==> config.mk <==
export PLATFORM = sky130hd
export DESIGN_NAME = button_press_classifier
export DESIGN_NICKNAME = d
export VERILOG_FILES = /design/src/rtl/core/bpc_pkg.sv /design/src/rtl/core/button_press_classifier.sv
export SDC_FILE = /design/constraint.sdc
export NUM_CORES = 1
export LEC_CHECK = 0
export ABC_CLOCK_PERIOD_IN_PS = 5600
export BUFFER_PORTS_ARGS = -buffer_cell sky130_fd_sc_hd__buf_2
export CORE_AREA = 2 2 73 89
export CTS_CLUSTER_SIZE = 14
export DETAILED_ROUTE_END_ITERATION = 10
export DIE_AREA = 0 0 75 91
export PLACE_DENSITY = 0.82
export SKIP_LAST_GASP = 1
export SLEW_MARGIN = 40
export SYNTH_ARGS = -nofsm -noshare
export SYNTH_HDL_FRONTEND = slang
export SYNTH_SLANG_ARGS = --single-unit
==> constraint.sdc <==
create_clock -name i_clk -period 5.6 [get_ports i_clk]
set_clock_uncertainty 0.15 [all_clocks]
set_input_delay 0 -clock i_clk [delete_from_list [all_inputs] [get_ports i_clk]]
set_output_delay 0 -clock i_clk [all_outputs]
set_load 0.02 [all_outputs]
==> src/rtl/core/bpc_pkg.sv <==
// Button press classifier package: field widths, codes, reset values and the
// result record shared by the classifier RTL. No dependencies.
`timescale 1ns / 1ps
`default_nettype none

package bpc_pkg;

    localparam int unsigned THR_W      = 10;   // hold threshold register width
    localparam int unsigned MODE_CNT_W = 4;    // mode_count register width
    localparam int unsigned MODE_W     = 3;    // display mode width
    localparam int unsigned BTN_W      = 2;    // edge_button width
    localparam int unsigned PIN_W      = 3;    // pin_levels width
    localparam int unsigned IN_DATA_W  = 8;    // edge_button + pin_levels, byte padded
    localparam int unsigned OUT_DATA_W = 8;    // result record, exactly one byte
    localparam int unsigned CFG_ADDR_W = 2;
    localparam int unsigned CFG_DATA_W = THR_W;

    localparam logic [THR_W-1:0]      DUMP_RESET  = THR_W'(35);
    localparam logic [THR_W-1:0]      ERASE_RESET = THR_W'(65);
    localparam logic [MODE_CNT_W-1:0] MODE_RESET  = MODE_CNT_W'(3);

    // configuration register indexes
    typedef enum logic [CFG_ADDR_W-1:0] {
        CFG_DUMP_HOLD  = 2'd0,
        CFG_ERASE_HOLD = 2'd1,
        CFG_MODE_COUNT = 2'd2
    } t_cfg_idx;

    // item kind carried on tuser
    typedef enum logic {
        CMD_EDGE   = 1'b0,
        CMD_EXPIRE = 1'b1
    } t_cmd;

    // button numbers on edge_button; the fourth code names no button
    typedef enum logic [BTN_W-1:0] {
        BTN_MODE  = 2'd0,
        BTN_DUMP  = 2'd1,
        BTN_ERASE = 2'd2,
        BTN_NONE  = 2'd3
    } t_btn;

    // result record; last member lands in bit 0 of tdata
    typedef struct packed {
        logic              period_armed;
        logic [MODE_W-1:0] display_mode;
        logic              mode_changed;
        logic              long_press_two;
        logic              long_press_one;
        logic              short_press_one;
    } t_result;

endpackage : bpc_pkg

`default_nettype wire

==> src/rtl/core/button_press_classifier.sv <==
// Button press classifier top level: debounce, hold counting and press
// classification for three active-low buttons. Depends on bpc_pkg.
`timescale 1ns / 1ps
`default_nettype none

// Usage
//   Slave stream: one transfer per event. tuser = kind (0 falling edge,
//   1 debounce period expired); tdata = edge_button and sampled pin levels.
//   Master stream: exactly one result transfer per input transfer, in order,
//   carrying the press pulses, the display mode and the armed flag.
//   Config port: write enable, register index, data; written while idle.
// Timing
//   Each event is classified combinationally: state registers and the
//   result register load on the accepting edge, so the result is valid the
//   cycle after the transfer. One event per cycle is sustained while the
//   master is ready; the result register is the only stage in between.
// Stall
//   s_axis_tready is high while the result register is empty or being
//   drained this cycle; a stalled master holds the result and blocks new
//   events only while it stays stalled.
// Reset
//   Synchronous active-low reset clears pending flags, hold counts, mode and
//   armed flag, empties the result register and loads thresholds 35 / 65
//   and mode count 3.
module button_press_classifier #(
    parameter int unsigned COUNT_BITS = 10   // hold counter width, 4..16
) (
    input  wire logic                            i_clk,
    input  wire logic                            i_rst_n,
    // config write port
    input  wire logic                            i_cfg_we,
    input  wire logic [bpc_pkg::CFG_ADDR_W-1:0]  i_cfg_addr,
    input  wire logic [bpc_pkg::CFG_DATA_W-1:0]  i_cfg_wdata,
    // event stream in
    input  wire logic                            s_axis_tvalid,
    output      logic                            s_axis_tready,
    // [1:0] edge_button, [4:2] pin_levels, [7:5] zero
    input  wire logic [bpc_pkg::IN_DATA_W-1:0]   s_axis_tdata,
    // [0] cmd
    input  wire logic                            s_axis_tuser,
    // result stream out
    output      logic                            m_axis_tvalid,
    input  wire logic                            m_axis_tready,
    // [0] short_press_one, [1] long_press_one, [2] long_press_two,
    // [3] mode_changed, [6:4] display_mode, [7] period_armed
    output      logic [bpc_pkg::OUT_DATA_W-1:0]  m_axis_tdata
);

    localparam int unsigned CMP_W = (COUNT_BITS > bpc_pkg::THR_W) ?
                                    COUNT_BITS : bpc_pkg::THR_W;
    localparam logic [COUNT_BITS-1:0] CNT_MAX = {COUNT_BITS{1'b1}};

    // config registers
    logic [bpc_pkg::THR_W-1:0]      r_dump_thr;
    logic [bpc_pkg::THR_W-1:0]      r_erase_thr;
    logic [bpc_pkg::MODE_CNT_W-1:0] r_mode_count;

    // classifier state
    logic [2:0]                     r_pending, n_pending;
    logic [COUNT_BITS-1:0]          r_hold_one, n_hold_one;
    logic [COUNT_BITS-1:0]          r_hold_two, n_hold_two;
    logic [bpc_pkg::MODE_W-1:0]     r_mode, n_mode;
    logic                           r_armed, n_armed;

    // result register
    logic                           r_out_valid;
    bpc_pkg::t_result               r_result, n_result;

    // event decode
    bpc_pkg::t_cmd                  in_cmd;
    bpc_pkg::t_btn                  in_btn;
    logic [bpc_pkg::PIN_W-1:0]      in_pins;
    logic                           in_xfer;

    // expiry helpers
    logic [COUNT_BITS-1:0]          inc_one, inc_two;
    logic [bpc_pkg::MODE_CNT_W-1:0] mode_inc;
    logic                           rearm;

    assign in_cmd  = bpc_pkg::t_cmd'(s_axis_tuser);
    assign in_btn  = bpc_pkg::t_btn'(s_axis_tdata[bpc_pkg::BTN_W-1:0]);
    assign in_pins = s_axis_tdata[bpc_pkg::BTN_W +: bpc_pkg::PIN_W];

    assign s_axis_tready = !r_out_valid || m_axis_tready;
    assign in_xfer       = s_axis_tvalid && s_axis_tready;

    assign m_axis_tvalid = r_out_valid;
    assign m_axis_tdata  = r_result;

    // saturating hold counts, mode step with room for the wrap compare
    assign inc_one  = (r_hold_one == CNT_MAX) ? CNT_MAX : r_hold_one + 1'b1;
    assign inc_two  = (r_hold_two == CNT_MAX) ? CNT_MAX : r_hold_two + 1'b1;
    assign mode_inc = bpc_pkg::MODE_CNT_W'(r_mode) + 1'b1;

    always_comb begin
        n_pending = r_pending;
        n_hold_one = r_hold_one;
        n_hold_two = r_hold_two;
        n_mode = r_mode;
        n_armed = r_armed;
        rearm = 1'b0;
        n_result = '0;

        if (in_cmd == bpc_pkg::CMD_EDGE) begin
            // new press on an idle button arms (or re-arms) the period
            case (in_btn)
                bpc_pkg::BTN_MODE: begin
                    if (!r_pending[0]) begin
                        n_pending[0] = 1'b1;
                        n_armed = 1'b1;
                    end
                end
                bpc_pkg::BTN_DUMP: begin
                    if (!r_pending[1]) begin
                        n_pending[1] = 1'b1;
                        n_hold_one = '0;
                        n_armed = 1'b1;
                    end
                end
                bpc_pkg::BTN_ERASE: begin
                    if (!r_pending[2]) begin
                        n_pending[2] = 1'b1;
                        n_hold_two = '0;
                        n_armed = 1'b1;
                    end
                end
                default: begin
                end
            endcase
        end else if (r_armed) begin
            n_armed = 1'b0;

            // button zero: confirm and step mode, wrap at mode_count or past 7
            if (r_pending[0]) begin
                if (!in_pins[0]) begin
                    if (mode_inc >= r_mode_count || mode_inc > 4'd7) begin
                        n_mode = '0;
                    end else begin
                        n_mode = mode_inc[bpc_pkg::MODE_W-1:0];
                    end
                    n_result.mode_changed = 1'b1;
                end
                n_pending[0] = 1'b0;
            end

            // button one: long at dump threshold, short on early release
            if (r_pending[1]) begin
                if (!in_pins[1]) begin
                    if (CMP_W'(inc_one) >= CMP_W'(r_dump_thr)) begin
                        n_result.long_press_one = 1'b1;
                        n_pending[1] = 1'b0;
                        n_hold_one = '0;
                    end else begin
                        n_hold_one = inc_one;
                        rearm = 1'b1;
                    end
                end else begin
                    n_result.short_press_one = 1'b1;
                    n_pending[1] = 1'b0;
                    n_hold_one = '0;
                end
            end

            // button two: long at erase threshold, early release is silent
            if (r_pending[2]) begin
                if (!in_pins[2]) begin
                    if (CMP_W'(inc_two) >= CMP_W'(r_erase_thr)) begin
                        n_result.long_press_two = 1'b1;
                        n_pending[2] = 1'b0;
                        n_hold_two = '0;
                    end else begin
                        n_hold_two = inc_two;
                        rearm = 1'b1;
                    end
                end else begin
                    n_pending[2] = 1'b0;
                    n_hold_two = '0;
                end
            end

            if (rearm) begin
                n_armed = 1'b1;
            end
        end

        n_result.display_mode = n_mode;
        n_result.period_armed = n_armed;
    end

    // config registers
    always_ff @(posedge i_clk) begin
        if (!i_rst_n) begin
            r_dump_thr <= bpc_pkg::DUMP_RESET;
            r_erase_thr <= bpc_pkg::ERASE_RESET;
            r_mode_count <= bpc_pkg::MODE_RESET;
        end else if (i_cfg_we) begin
            case (bpc_pkg::t_cfg_idx'(i_cfg_addr))
                bpc_pkg::CFG_DUMP_HOLD:  r_dump_thr <= i_cfg_wdata;
                bpc_pkg::CFG_ERASE_HOLD: r_erase_thr <= i_cfg_wdata;
                bpc_pkg::CFG_MODE_COUNT:
                    r_mode_count <= i_cfg_wdata[bpc_pkg::MODE_CNT_W-1:0];
                default: begin
                end
            endcase
        end
    end

    // classifier state, loads on each accepted event
    always_ff @(posedge i_clk) begin
        if (!i_rst_n) begin
            r_pending <= '0;
            r_hold_one <= '0;
            r_hold_two <= '0;
            r_mode <= '0;
            r_armed <= 1'b0;
        end else if (in_xfer) begin
            r_pending <= n_pending;
            r_hold_one <= n_hold_one;
            r_hold_two <= n_hold_two;
            r_mode <= n_mode;
            r_armed <= n_armed;
        end
    end

    // result register valid
    always_ff @(posedge i_clk) begin
        if (!i_rst_n) begin
            r_out_valid <= 1'b0;
        end else if (in_xfer) begin
            r_out_valid <= 1'b1;
        end else if (m_axis_tready) begin
            r_out_valid <= 1'b0;
        end
    end

    // result payload
    always_ff @(posedge i_clk) begin
        if (in_xfer) begin
            r_result <= n_result;
        end
    end

    // any pending button keeps the debounce period running
    a_pending_armed : assert property (@(posedge i_clk) disable iff (!i_rst_n)
        (r_pending != 3'b000) |-> r_armed)
        else $error("button pending without an armed period");

    // button one is either short or long, never both
    a_one_exclusive : assert property (@(posedge i_clk) disable iff (!i_rst_n)
        r_out_valid |-> !(r_result.short_press_one && r_result.long_press_one))
        else $error("button one flagged short and long together");

    // an accepted event always yields a result on the next cycle
    a_result_follows : assert property (@(posedge i_clk) disable iff (!i_rst_n)
        in_xfer |=> r_out_valid)
        else $error("accepted event produced no result");

endmodule : button_press_classifier

`default_nettype wire

==> out/metrics.csv <==
metric,value,unit
Synth Warn #,0,
horizontal die dimension,75,µm
via count of the first global-routing pass,3129,
Total Wirelength,8.273,mm
utilization after layout,0.6928,
hold violation count in the final report,0,
clock transition at the registers of the reported paths,70,ps
quantity of gates resized following cts,0,
initial core utilization,0.5916,
clock tree from TritonCTS,yes,
largest net degree at the start of global routing,43,
number of unique standard cell types used by synthesis,54,
max-cap violations,0,
CTS Sinks,60,
weighted congestion reported at the end of routability-driven placement,0.8262,
floorplan core area,0.005934,mm²
crit path launch,r_hold_one[0],
setup repair after global routing missed its margin,no,
"Cell Area, Synth",0.003511,mm²
clock network latency to the later pin of the worst-skew pair,340,ps
portion of the clock cycle consumed by the worst path in the final layout,0.6905,
vias post-DR,3226,
final critical delay including setup and external delays,3867,ps
Max stage delay on crit path,610,ps
total CTS buffers,9,
flop and latch count out of synthesis,60,
Slew Limit Headroom,0.5458,
Clock Path Buffers,2,
Worst Hold Class,primary input to register,
worst hold-check slack,17.67,ps
detail-routed via count per cell,5.792,
footprint of the multi-input gates,0.002046,mm²
setup TNS,0,ps
number of fillers in the final layout,477,
end of the critical path,m_axis_tdata[7],
critical path start-end classification,register to register,
count of mapped cells out of synthesis,422,
buffer cell driving the clock tree root,clkbuf_8,
outcome,"finished, final reports clean",
standard cell with the maximum stage delay on the critical path,or3_1,
pre-CTS worst setup slack,1794,ps
highest-count cells in the layout ignoring fill and taps,"nand2_1 (56), dfxtp_1 (52), nor2_1 (36), a21oi_1 (36), buf_2 (32)",
Overall Global Routing Usage,0.2614,
detailed placement HPWL,5.736,mm
number of enable flip-flop cells after synthesis,8,
HP Start,i_cfg_addr[1],
worst-case vdd ir drop,0.2275,mV
number of core rows,31,
fmax,258.6,MHz
n_diodes,0,
Worst R2R Path Depth,11,
H-tree levels,3,
total area of sequential cells,0.001281,mm²
average footprint of a synthesized cell,8.320,µm²
number of antenna violations at the first check in global routing,0,
Worst R2R Start,r_hold_one[0],
total power per unit cell area,225.4,mW/mm²
share of cells above drive strength 1,0.1284,
number of nets produced by synthesis,476,
die height,91,µm
number of instances in the placed design,520,
fraction of the yosys area taken by sequential cells,0.3649,
number of cells on the critical path,11,
minimum setup slack among reg-to-reg paths,1730,ps
DRC viols,0,
die area,0.006825,mm²
proportion of synthesized flip-flops having asynchronous set or reset,0,
# setup viols final,0,
CP cell instances,ha_1 > nand4_1 > or3_1 > and2_1 > ha_1 > nand2b_1 > a21oi_1 > nor3_1 > nor4b_1 > a31oi_1 > o21ai_0,
total iterations of the first detailed-routing run,5,
post-route setup slack,1733,ps
global-route wire length before repair,14.01,mm
Detailed Route Iter0 Violations,206,
static leakage,1.750,nW
overall overflow remaining after global route,0,
Bufs and invs on worst path,0,
arrival time of data at the critical path endpoint,3900,ps
setup repair bufs after CTS,0,
CP dominant cell by count,ha_1,
number of pins exceeding their max-slew limit in the final report,0,
prevailing post-synth register cell,dfxtp_1,
Critical Path Sink Type,register,
Finished Layout Cells,557,
Top-Level Pins,36,
final-stage net count,524,
Area Overhead vs Synth,17.11,%
CP startpoint kind,register,
detailed-route wire length per cell,14.85,µm
required arrival time at the worst endpoint,5630,ps
"leading cell type in the layout, fill and taps excluded",nand2_1,
count of buffers from port buffering,32,
dominant delay contributor by cell family on the critical path,simple AND/OR/NAND/NOR gates,
critical-path maximum fanout,13,
endpoint of the most critical register-to-register path,m_axis_tdata[7],
transition time at the pin with the least slew margin,671.8,ps
number of antenna-violating nets in the routed design,0,
## worst reg2reg max path, delay by kind of cell (launching register included)
kind	cells	cell delay [ps]
flops	1	400
simple gates	6	1940
compound gates	3	600
fa+ha+maj	2	610
## cell type report
type | instances | share of cell area
clock buffer | 10 | 0.03348
tap | 82 | 0.02495
inverter | 28 | 0.02556
timing repair buffer | 55 | 0.09373
clock inverter | 6 | 0.01309
sequential | 60 | 0.3116
multi-input combinational | 316 | 0.4976
## cell families (layout without fill, tap and decap cells)
| group | count (synthesis) | after routing | share of synthesized area |
|---|---|---|---|
| XOR/XNOR | 7 | 7 | 0.01746 |
| adder cells (fa/ha/maj) | 28 | 28 | 0.09979 |
| buffers and inverters | 46 | 99 | 0.05488 |
| AO/OA/AOI/OAI | 97 | 97 | 0.1739 |
| multiplexers | 16 | 16 | 0.04668 |
| flip-flops | 60 | 60 | 0.3649 |
| AND/OR/NAND/NOR | 168 | 168 | 0.2423 |
## metrics by stage
step / power [mW] / area [µm²]
finish: 0.9266 / 4111
global route: 0.9533 / 4111
CTS: 0.9282 / 4111
detailed placement: 0.5375 / 3710
global placement: 0.5338 / 3701
floorplan: 0.5097 / 3511
## cell usage after synthesis (9+ instances only)
library cell	number	area [µm²]
a31oi_1	12	75.07
o21ai_0	16	80.08
a21oi_1	36	180.2
mux2i_1	13	130.1
nand4_1	9	56.30
nand2b_1	11	68.82
nand3_1	20	100.1
dfxtp_1	52	1041
nor2_1	36	135.1
clkbuf_1	10	37.54
nand2_1	56	210.2
inv_1	26	97.59
ha_1	28	350.3
## repair_timing
action | 4_1_cts | 5_1_grt
hold buffers | 21 | 0
endpoints found under the setup margin | 0 | 0
endpoints found under the hold margin | 32 | 0
## sequential cells by signal (all words and copies together) (netlist names)
| register | cells |
|---|---|
| r_hold_two | 10 |
| r_erase_thr | 10 |
| r_dump_thr | 10 |
| m_axis_tdata | 8 |
| r_hold_one | 10 |
| r_mode_count | 4 |
| r_pending | 3 |
| r_mode | 3 |
| r_armed | 1 |
| m_axis_tvalid | 1 |
## routing by layer
metal	global-route usage	wire [µm]	vias to the layer above
met3	0.03885	312	24
met2	0.4459	4252	93
met5	0	0	-
met4	0.1131	216	0
met1	0.3165	3490	1503
li1	-	-	1606
## how the worst min path moves through the flow
| stage | to | slack [ps] | cells past startpoint |
|---|---|---|---|
| 6_report | r_dump_thr[0] | 20 | 4 |
| 5_1_grt | m_axis_tdata[2] | 50 | 3 |
| 4_1_cts | r_dump_thr[0] | 20 | 4 |
| 3_5_place_dp | m_axis_tvalid | 110 | 3 |
| 3_3_place_gp | m_axis_tvalid | 100 | 3 |
| 2_1_floorplan | r_dump_thr[0] | -30 | 2 |
## power breakdown
group / leakage [nW] / internal (mW) / switching, mW
clock network: 0.0948 / 0.212 / 0.174
registers: 0.502 / 0.447 / 0.00620
logic: 1.15 / 0.0365 / 0.0506
total: 1.75 / 0.696 / 0.231
(Power assumes the default switching activity.)
